## config.mk

```make
export PLATFORM = sky130hd
export DESIGN_NAME = i2c_eeprom_byte_master_flat
export DESIGN_NICKNAME = d
export VERILOG_FILES = /design/src/design/i2cebm_pkg.sv /design/src/design/i2cebm_if.sv /design/src/design/i2c_eeprom_byte_master.sv /design/src/flat_wrapper.sv
export SDC_FILE = /design/constraint.sdc
export NUM_CORES = 1
export LEC_CHECK = 0
export ABC_AREA = 1
export BUFFER_PORTS_ARGS = -buffer_cell sky130_fd_sc_hd__buf_2
export CAP_MARGIN = 0
export CORE_UTILIZATION = 25
export DETAILED_ROUTE_END_ITERATION = 10
export GPL_ROUTABILITY_DRIVEN = 0
export MAX_ROUTING_LAYER = met4
export PLACE_DENSITY_LB_ADDON = 0.15
export RECOVER_POWER = 25
export SYNTH_ARGS = -nofsm -noshare
export SYNTH_HDL_FRONTEND = slang
export SYNTH_SLANG_ARGS = --single-unit
```

## constraint.sdc

```tcl
create_clock -name clk -period 2.6 [get_ports clk]
set_clock_uncertainty 0.15 [all_clocks]
set_input_delay 0 -clock clk [delete_from_list [all_inputs] [get_ports clk]]
set_output_delay 0 -clock clk [all_outputs]
set_load 0.05 [all_outputs]
```

## src/design/i2cebm_pkg.sv

```systemverilog
// Package for the I2C EEPROM byte master: phase codes, register indexes,
// widths, reset values and the result record. No dependencies.
`timescale 1ns / 1ps

package i2cebm_pkg;

  localparam int DEV_ADDR_W = 7;
  localparam int WAIT_W     = 16;
  localparam int CFG_DATA_W = 16;
  localparam int CFG_IDX_W  = 1;
  localparam int BYTE_W     = 8;

  localparam logic [DEV_ADDR_W-1:0] DEV_ADDR_RESET = 7'd80;
  localparam logic [WAIT_W-1:0]     WAIT_RESET     = 16'd1000;

  // Configuration register indexes.
  typedef enum logic [CFG_IDX_W-1:0] {
    CFG_DEVICE_ADDRESS   = 1'b0,
    CFG_WRITE_CYCLE_WAIT = 1'b1
  } cfg_index_t;

  // Which byte of the sequence is on the wire.
  typedef enum logic [1:0] {
    STEP_DEV_ADDR = 2'd0,
    STEP_MEM_ADDR = 2'd1,
    STEP_PAYLOAD  = 2'd2
  } byte_step_t;

  // Bus sequencer phases, one-hot.
  typedef enum logic [13:0] {
    PH_IDLE     = 14'h0001,
    PH_START_HI = 14'h0002,
    PH_START_LO = 14'h0004,
    PH_RESTART  = 14'h0008,
    PH_TX       = 14'h0010,
    PH_ACK_LO   = 14'h0020,
    PH_ACK_HI   = 14'h0040,
    PH_RX       = 14'h0080,
    PH_NACK_LO  = 14'h0100,
    PH_NACK_HI  = 14'h0200,
    PH_STOP_A   = 14'h0400,
    PH_STOP_B   = 14'h0800,
    PH_STOP_C   = 14'h1000,
    PH_WAIT     = 14'h2000
  } phase_t;

  // One result: line levels and status.
  typedef struct packed {
    logic              scl_level;
    logic              sda_level;
    logic              busy_res;
    logic              done_res;
    logic [BYTE_W-1:0] read_byte;
    logic              nack_seen;
  } result_t;

endpackage

```

## src/design/i2cebm_if.sv

```systemverilog
// Request and result channel interfaces for the I2C EEPROM byte master.
// Depends on i2cebm_pkg for field widths.
`timescale 1ns / 1ps

interface i2cebm_req_if;
  logic                         valid;
  logic                         ready;
  logic                         start_request;
  logic                         mode;
  logic [i2cebm_pkg::BYTE_W-1:0] mem_address;
  logic [i2cebm_pkg::BYTE_W-1:0] write_data;
  logic                         sda_sample;

  modport source (output valid, start_request, mode, mem_address, write_data, sda_sample,
                  input ready);
  modport sink   (input valid, start_request, mode, mem_address, write_data, sda_sample,
                  output ready);
endinterface

interface i2cebm_res_if;
  logic                         valid;
  logic                         ready;
  logic                         scl_level;
  logic                         sda_level;
  logic                         busy_res;
  logic                         done_res;
  logic [i2cebm_pkg::BYTE_W-1:0] read_byte;
  logic                         nack_seen;

  modport source (output valid, scl_level, sda_level, busy_res, done_res, read_byte, nack_seen,
                  input ready);
  modport sink   (input valid, scl_level, sda_level, busy_res, done_res, read_byte, nack_seen,
                  output ready);
endinterface

```

## src/design/i2c_eeprom_byte_master.sv

```systemverilog
// I2C EEPROM byte master: one request per bus tick, one result per request.
// Throughput: one request per cycle while the skid register is empty; a two-entry
// output stage (output and skid register) holds the registered results under stall.
// Reset (rst, synchronous, active high): sequencer idle, registers to their reset values,
// output stage empty. Depends on i2cebm_pkg and the channel interfaces in i2cebm_if.sv.
`timescale 1ns / 1ps

module i2c_eeprom_byte_master (
  input  logic                                clk,
  input  logic                                rst,
  input  logic                                cfg_write_en,
  input  logic [i2cebm_pkg::CFG_IDX_W-1:0]    cfg_index,
  input  logic [i2cebm_pkg::CFG_DATA_W-1:0]   cfg_data,
  i2cebm_req_if.sink                          request,
  i2cebm_res_if.source                        result
);
  import i2cebm_pkg::*;

  // Each request is one tick of the bus sequencer. The sequencer state advances
  // only when a request is taken, so stalls on either side never disturb the
  // bus timing as seen in the stream of results.

  // Configuration registers.
  logic [DEV_ADDR_W-1:0] device_address;
  logic [WAIT_W-1:0]     write_cycle_wait;

  always_ff @(posedge clk) begin
    if (rst) begin
      device_address   <= DEV_ADDR_RESET;
      write_cycle_wait <= WAIT_RESET;
    end else if (cfg_write_en) begin
      unique case (cfg_index_t'(cfg_index))
        CFG_DEVICE_ADDRESS:   device_address   <= cfg_data[DEV_ADDR_W-1:0];
        CFG_WRITE_CYCLE_WAIT: write_cycle_wait <= cfg_data[WAIT_W-1:0];
        default: ;
      endcase
    end
  end

  // Sequencer state.
  phase_t            phase, phase_next;
  logic [3:0]        bit_count, bit_count_next;
  logic [BYTE_W-1:0] shift_reg, shift_reg_next;
  byte_step_t        byte_step, byte_step_next;
  logic [WAIT_W-1:0] wait_count, wait_count_next;
  logic              req_mode, req_mode_next;
  logic [BYTE_W-1:0] req_addr, req_addr_next;
  logic [BYTE_W-1:0] req_data, req_data_next;
  logic [BYTE_W-1:0] received_byte, received_byte_next;
  logic              nack_flag, nack_flag_next;

  result_t res_new;
  logic    accept;

  // The whole tick is one pass: decode the phase, drive the lines, update state.
  always_comb begin
    logic [WAIT_W-1:0] wait_dec;

    wait_dec           = wait_count - 1'b1;
    phase_next         = phase;
    bit_count_next     = bit_count;
    shift_reg_next     = shift_reg;
    byte_step_next     = byte_step;
    wait_count_next    = wait_count;
    req_mode_next      = req_mode;
    req_addr_next      = req_addr;
    req_data_next      = req_data;
    received_byte_next = received_byte;
    nack_flag_next     = nack_flag;

    res_new.scl_level = 1'b1;
    res_new.sda_level = 1'b1;
    res_new.busy_res  = 1'b1;
    res_new.done_res  = 1'b0;

    unique case (phase)
      PH_START_HI: begin
        phase_next = PH_START_LO;
      end
      PH_START_LO: begin
        // Start condition completes; load the device address byte, with the
        // read bit set once the memory address has gone out.
        res_new.sda_level = 1'b0;
        shift_reg_next    = {device_address, (byte_step != STEP_DEV_ADDR)};
        bit_count_next    = 4'd0;
        phase_next        = PH_TX;
      end
      PH_RESTART: begin
        res_new.scl_level = 1'b0;
        phase_next        = PH_START_HI;
      end
      PH_TX: begin
        // Even count: clock low, data set up. Odd count: clock high, data held.
        res_new.scl_level = bit_count[0];
        res_new.sda_level = shift_reg[BYTE_W-1];
        if (bit_count[0]) begin
          shift_reg_next = {shift_reg[BYTE_W-2:0], 1'b0};
        end
        if (bit_count == 4'd15) begin
          bit_count_next = 4'd0;
          phase_next     = PH_ACK_LO;
        end else begin
          bit_count_next = bit_count + 4'd1;
        end
      end
      PH_ACK_LO: begin
        res_new.scl_level = 1'b0;
        phase_next        = PH_ACK_HI;
      end
      PH_ACK_HI: begin
        // A high level on the ACK slot is a NACK; note it and carry on.
        if (request.sda_sample) begin
          nack_flag_next = 1'b1;
        end
        bit_count_next = 4'd0;
        case (byte_step)
          STEP_DEV_ADDR: begin
            byte_step_next = STEP_MEM_ADDR;
            shift_reg_next = req_addr;
            phase_next     = PH_TX;
          end
          STEP_MEM_ADDR: begin
            byte_step_next = STEP_PAYLOAD;
            if (req_mode) begin
              phase_next = PH_RESTART;
            end else begin
              shift_reg_next = req_data;
              phase_next     = PH_TX;
            end
          end
          default: begin
            phase_next     = req_mode ? PH_RX : PH_STOP_A;
            shift_reg_next = '0;
          end
        endcase
      end
      PH_RX: begin
        res_new.scl_level = bit_count[0];
        if (bit_count[0]) begin
          shift_reg_next = {shift_reg[BYTE_W-2:0], request.sda_sample};
        end
        if (bit_count == 4'd15) begin
          bit_count_next     = 4'd0;
          received_byte_next = shift_reg_next;
          phase_next         = PH_NACK_LO;
        end else begin
          bit_count_next = bit_count + 4'd1;
        end
      end
      PH_NACK_LO: begin
        res_new.scl_level = 1'b0;
        phase_next        = PH_NACK_HI;
      end
      PH_NACK_HI: begin
        phase_next = PH_STOP_A;
      end
      PH_STOP_A: begin
        res_new.scl_level = 1'b0;
        res_new.sda_level = 1'b0;
        phase_next        = PH_STOP_B;
      end
      PH_STOP_B: begin
        res_new.sda_level = 1'b0;
        phase_next        = PH_STOP_C;
      end
      PH_STOP_C: begin
        // After a write with a non-zero wait the device programs; stay busy meanwhile.
        if (!req_mode && (write_cycle_wait != '0)) begin
          wait_count_next = write_cycle_wait;
          phase_next      = PH_WAIT;
        end else begin
          res_new.done_res = 1'b1;
          phase_next       = PH_IDLE;
        end
      end
      PH_WAIT: begin
        wait_count_next = wait_dec;
        if (wait_dec == '0) begin
          res_new.done_res = 1'b1;
          phase_next       = PH_IDLE;
        end
      end
      default: begin
        // Idle: a start request is latched and the sequence begins.
        phase_next = PH_IDLE;
        if (request.start_request) begin
          req_mode_next  = request.mode;
          req_addr_next  = request.mem_address;
          req_data_next  = request.write_data;
          nack_flag_next = 1'b0;
          byte_step_next = STEP_DEV_ADDR;
          bit_count_next = 4'd0;
          phase_next     = PH_START_HI;
        end else begin
          res_new.busy_res = 1'b0;
        end
      end
    endcase

    res_new.read_byte = received_byte_next;
    res_new.nack_seen = nack_flag_next;
  end

  // Output stage: a main register and a skid register. The request side is
  // ready whenever the skid register is empty, so it never waits on the
  // result side combinationally.
  result_t out_data, skid_data;
  logic    out_valid, skid_valid;
  logic    load_out;

  assign request.ready = !skid_valid;
  assign accept        = request.valid && !skid_valid;
  assign load_out      = !out_valid || result.ready;

  always_ff @(posedge clk) begin
    if (rst) begin
      phase         <= PH_IDLE;
      bit_count     <= '0;
      shift_reg     <= '0;
      byte_step     <= STEP_DEV_ADDR;
      wait_count    <= '0;
      req_mode      <= 1'b0;
      req_addr      <= '0;
      req_data      <= '0;
      received_byte <= '0;
      nack_flag     <= 1'b0;
    end else if (accept) begin
      phase         <= phase_next;
      bit_count     <= bit_count_next;
      shift_reg     <= shift_reg_next;
      byte_step     <= byte_step_next;
      wait_count    <= wait_count_next;
      req_mode      <= req_mode_next;
      req_addr      <= req_addr_next;
      req_data      <= req_data_next;
      received_byte <= received_byte_next;
      nack_flag     <= nack_flag_next;
    end
  end

  always_ff @(posedge clk) begin
    if (rst) begin
      out_valid  <= 1'b0;
      skid_valid <= 1'b0;
    end else if (load_out) begin
      if (skid_valid) begin
        out_valid  <= 1'b1;
        skid_valid <= 1'b0;
      end else begin
        out_valid <= accept;
      end
    end else if (accept) begin
      skid_valid <= 1'b1;
    end
  end

  always_ff @(posedge clk) begin
    if (load_out) begin
      if (skid_valid) begin
        out_data <= skid_data;
      end else if (accept) begin
        out_data <= res_new;
      end
    end else if (accept) begin
      skid_data <= res_new;
    end
  end

  assign result.valid     = out_valid;
  assign result.scl_level = out_data.scl_level;
  assign result.sda_level = out_data.sda_level;
  assign result.busy_res  = out_data.busy_res;
  assign result.done_res  = out_data.done_res;
  assign result.read_byte = out_data.read_byte;
  assign result.nack_seen = out_data.nack_seen;

endmodule

```

## src/flat_wrapper.sv

```systemverilog
// flat-port wrapper written by rule: the top's interface ports become plain ports
module i2c_eeprom_byte_master_flat import i2cebm_pkg::*;
  (clk, rst, cfg_write_en, cfg_index, cfg_data, request_valid, request_start_request, request_mode, request_mem_address, request_write_data, request_sda_sample, request_ready, result_valid, result_scl_level, result_sda_level, result_busy_res, result_done_res, result_read_byte, result_nack_seen, result_ready);
  i2cebm_req_if request_i ();
  i2cebm_res_if result_i ();
  input  logic clk;
  input  logic rst;
  input  logic cfg_write_en;
  input  logic [i2cebm_pkg::CFG_IDX_W-1:0] cfg_index;
  input  logic [i2cebm_pkg::CFG_DATA_W-1:0] cfg_data;
  input wire logic [$bits(request_i.valid)-1:0] request_valid;
  input wire logic [$bits(request_i.start_request)-1:0] request_start_request;
  input wire logic [$bits(request_i.mode)-1:0] request_mode;
  input wire logic [$bits(request_i.mem_address)-1:0] request_mem_address;
  input wire logic [$bits(request_i.write_data)-1:0] request_write_data;
  input wire logic [$bits(request_i.sda_sample)-1:0] request_sda_sample;
  output wire logic [$bits(request_i.ready)-1:0] request_ready;
  output wire logic [$bits(result_i.valid)-1:0] result_valid;
  output wire logic [$bits(result_i.scl_level)-1:0] result_scl_level;
  output wire logic [$bits(result_i.sda_level)-1:0] result_sda_level;
  output wire logic [$bits(result_i.busy_res)-1:0] result_busy_res;
  output wire logic [$bits(result_i.done_res)-1:0] result_done_res;
  output wire logic [$bits(result_i.read_byte)-1:0] result_read_byte;
  output wire logic [$bits(result_i.nack_seen)-1:0] result_nack_seen;
  input wire logic [$bits(result_i.ready)-1:0] result_ready;
  assign request_i.valid = request_valid;
  assign request_i.start_request = request_start_request;
  assign request_i.mode = request_mode;
  assign request_i.mem_address = request_mem_address;
  assign request_i.write_data = request_write_data;
  assign request_i.sda_sample = request_sda_sample;
  assign request_ready = request_i.ready;
  assign result_valid = result_i.valid;
  assign result_scl_level = result_i.scl_level;
  assign result_sda_level = result_i.sda_level;
  assign result_busy_res = result_i.busy_res;
  assign result_done_res = result_i.done_res;
  assign result_read_byte = result_i.read_byte;
  assign result_nack_seen = result_i.nack_seen;
  assign result_i.ready = result_ready;
  i2c_eeprom_byte_master u_core (.clk(clk), .rst(rst), .cfg_write_en(cfg_write_en), .cfg_index(cfg_index), .cfg_data(cfg_data), .request(request_i), .result(result_i));
endmodule
```

==> metrics.md <==
| Metric | Value |
|---|---|
| CTS root buf | `clkbuf_16` |
| WP buf/inv | `1` |
| Worst path required time | `2.77 ns` |
| Crit path largest cell delay | `0.32 ns` |
| Layout Area Growth over Synthesis | `26.9%` |
| Largest regs | `u_core.wait_count: 16 flops, u_core.write_cycle_wait: 16 flops, u_core.phase: 14 flops` |
| First-pass GRT wire length | `30800 um` |
| Critical path endpoint category | `flip-flop` |
| Post-Syn Nets | `958` |
| Clock-pin transition on the worst setup and hold timing paths | `0.06 ns` |
| Min-delay worst type | `in -> reg` |
| CTS tree | `yes` |
| Mapped cell area | `0.00655 mm^2` |
| Slew HR | `26.0%` |
| Peak VDD IR | `331 uV` |
| Ys Warns | `0` |
| Total number of vias | `6073` |
| Core Region | `0.0255 mm^2` |
| Hold Crit Depth | `4` |
| Share of post-route cells with drive strength above 1 | `16.1%` |
| Clock sink total | `121` |
| CTS H-tree depth | `4` |
| Per-cell routed wire length | `13.9 um` |
| Max cap viols | `0` |
| # IOs | `56` |
| Post-synth top flop | `dfxtp_1` |
| #FFs+latches synth | `121` |
| Final Hold Viols | `0` |
| Fin. max-slew vios | `0` |
| CTS Buf Count | `17` |
| Endpoint, Worst Hold | `u_core.req_addr[5]$_SDFFE_PP0P_` |
| Crit Reg-Reg Startpoint | `u_core.wait_count[0]$_SDFFE_PP0P_` |
| Count of buffers from port buffering | `55` |
| Endpoints failing setup | `0` |
| All-Layer GR Usage | `15.3%` |
| Top cell by count, worst path | `nor2_1` |
| Total Die Area | `0.0269 mm^2` |
| Seq/Total Area, Yosys | `40.9%` |
| Slowest CP cell | `dfxtp_1` |
| Fmax | `425 MHz` |
| Setup TNS | `0 ns` |
| Status | `complete, no violations` |
| Startpoint types | `flip-flop` |
| DRT antenna net count | `0` |
| Share of flip-flops with an asynchronous set or reset | `0%` |
| CP Class | `reg -> reg` |
| Fin crit period | `2.35 ns` |
| EDFF count, synth | `26` |
| RSZ-0062 raised after global routing | `no` |
| PwrDens | `632 mW/mm^2` |
| Largest cells by area after synthesis | `dfxtp_1 29%, edfxtp_1 12%, nand2_1 11%` |
| Leakage power | `3.65 nW` |
| Die height | `164 um` |
| Drt initial violations | `440` |
| ANT cells | `0` |
| Drt first pass iters | `5` |
| Period utilization | `90.6%` |
| HPWL after DPL | `13800 um` |
| Leading area contributor after synthesis | `dfxtp_1` |
| Pin count of the biggest net entering global routing | `47` |
| CP max FO | `16` |
| CP Data Arrival Time | `2.52 ns` |
| Vias/cell | `4.44` |
| Standard-cell rows | `58` |
| Drt drc | `0` |
| Number of antenna violations at the first check in global routing | `0` |
| Grt ovf | `0` |
| Number of cells on the worst reg-to-reg path | `13` |
| Max Root-Sink Buffers | `2` |
| # Post-CTS Setup Buffers | `0` |
| Vias in the first global route | `5893` |
| Reg2reg setup slack | `0.25 ns` |
| Nets | `1068` |
| Top cell type's share of synthesized area | `29.0%` |
| Largest delay contributor family on the critical path | `simple AND/OR/NAND/NOR gates` |
| Die X | `164 um` |
| Wirelength, routed | `19000 um` |
| Syn avg cell area | `7.17 um^2` |
| Post-synthesis cell type count | `44` |
| Placed Area | `0.00720 mm^2` |
| Gate Count Post-Synth | `914` |
| Starting Density | `25.7%` |
| FF-to-FF End | `u_core.phase[8]$_SDFFE_PP0P_` |
| Hold Path Origin | `request_mem_address[5]` |
| Skew-Pair Late Insertion Delay | `0.42 ns` |
| Slew at the pin closest to its max-slew limit | `1.11 ns` |
| Worst-path cell chain | `inv_1 -> ha_4 -> nand2_2 -> nor2_2 -> nor2_1 -> nor2_1 -> nand3_1 -> nor2_1 -> nand3_2 -> nand2_8 -> nand2_4 -> nor2_1 -> nor2_1` |
| Final instance area | `0.00831 mm^2` |
==> synth_stat cells, types with 4 or more instances <==
| cell | n |
|---|---|
| nand2_1 | 198 |
| nor2_1 | 164 |
| dfxtp_1 | 95 |
| inv_1 | 70 |
| o21ai_0 | 63 |
| a21oi_1 | 49 |
| nand3_1 | 41 |
| o21ai_1 | 33 |
| edfxtp_1 | 26 |
| clkbuf_1 | 17 |
| nor3_1 | 14 |
| nor3_2 | 13 |
| inv_2 | 12 |
| nand4_1 | 11 |
| nor2_2 | 10 |
| o21ai_2 | 8 |
| buf_2 | 7 |
| nand3_2 | 7 |
| o22ai_1 | 7 |
| buf_6 | 6 |
| nand2_2 | 6 |
| nor2_4 | 6 |
| nand2_4 | 5 |
| nand3b_1 | 5 |
| a31oi_1 | 4 |
| nor4_1 | 4 |
==> worst max path at each step <==
stage	startpoint	cells after the start	slack, ns	end
6_report	u_core.wait_count[0]$_SDFFE_PP0P_	13	0.25	u_core.phase[8]$_SDFFE_PP0P_
5_1_grt	u_core.wait_count[0]$_SDFFE_PP0P_	14	0.004	u_core.phase[8]$_SDFFE_PP0P_
4_1_cts	u_core.wait_count[0]$_SDFFE_PP0P_	13	0.15	u_core.phase[8]$_SDFFE_PP0P_
3_5_place_dp	u_core.wait_count[0]$_SDFFE_PP0P_	13	0.16	u_core.phase[8]$_SDFFE_PP0P_
3_3_place_gp	u_core.wait_count[0]$_SDFFE_PP0P_	15	0.24	u_core.phase[1]$_SDFFE_PP0P_
2_1_floorplan	u_core.wait_count[0]$_SDFFE_PP0P_	14	0.52	u_core.phase[1]$_SDFFE_PP0P_
==> metrics by stage <==
step	hold WS (ns)	utilization (%)	total power, mW	setup WS (ns)	cells
6_report	0.185	32.6	5.26	0.245	1367
5_1_grt	0.191	32.6	5.49	0.00441	1367
4_1_cts	0.166	32.6	5.33	0.154	1367
3_5_place_dp	0.0577	28.3	2.79	0.161	1285
2_1_floorplan	-0.0368	-	2.61	0.517	914
3_3_place_gp	0.0526	28.3	2.80	0.244	1285
==> per-layer routing <==
layer,share of wire [%],vias to the layer above,global-route usage [%]
met1,48,2748,19.5
met3,2.9,18,2.63
li1,-,3229,-
met2,47,78,24.4
met5,0,-,-
met4,1.3,0,4.92
==> tightest hold or removal path, delay by kind of cell <==
kind / cells / cell delay (ns)
buf+inv: 2 / 0.62
simple gates: 2 / 0.10
==> what timing repair did <==
action                                  CTS  global route
endpoints found under the setup margin    0             9
gates resized for setup                   0             4
hold buffers                             50             0
endpoints found under the hold margin    70             0
==> cell usage in the layout, fill, tap and decap left out, drive strengths merged, types with 2 or more instances in the layout <==
cell and count:
nor4 4, and2 3, o22ai 7, edfxtp 26, nor3b 2, nand3 48, nand3b 5, ha 3
o21ai 104, a21oi 49, xor2 3, a31oi 4, buf 57, clkbuf 44, dfxtp 95, nand2 209
dlygate4sd3 50, nand4 16, inv 84, nor3 29, nor2 182, bufinv 2, clkinv 5
==> cell families (layout without fill, tap and decap cells) <==
kind of cell | Yosys count | after routing | synth area share, %
buf+inv | 120 | 243 | 8.10
compound gates | 167 | 167 | 13.5
flops | 121 | 121 | 40.9
xor+xnor | 3 | 3 | 0.401
simple gates | 500 | 500 | 36.5
fa+ha+maj | 3 | 3 | 0.573
==> report_power, final <==
part | internal [mW] | total (mW) | switching [mW]
Combinational | 0.253 | 0.705 | 0.452
Clock | 1.59 | 2.45 | 0.858
Sequential | 2.03 | 2.10 | 0.0718
==> layout make-up <==
class,instances,area (um^2)
clock inverter,6,86.3
timing repair buffer,125,911
tap,330,413
inverter,86,325
sequential,121,2680
clock buffer,26,531
multi-input combinational,673,3360
fill,2772,17200
Note: power is estimated with default switching activity, not from simulation.
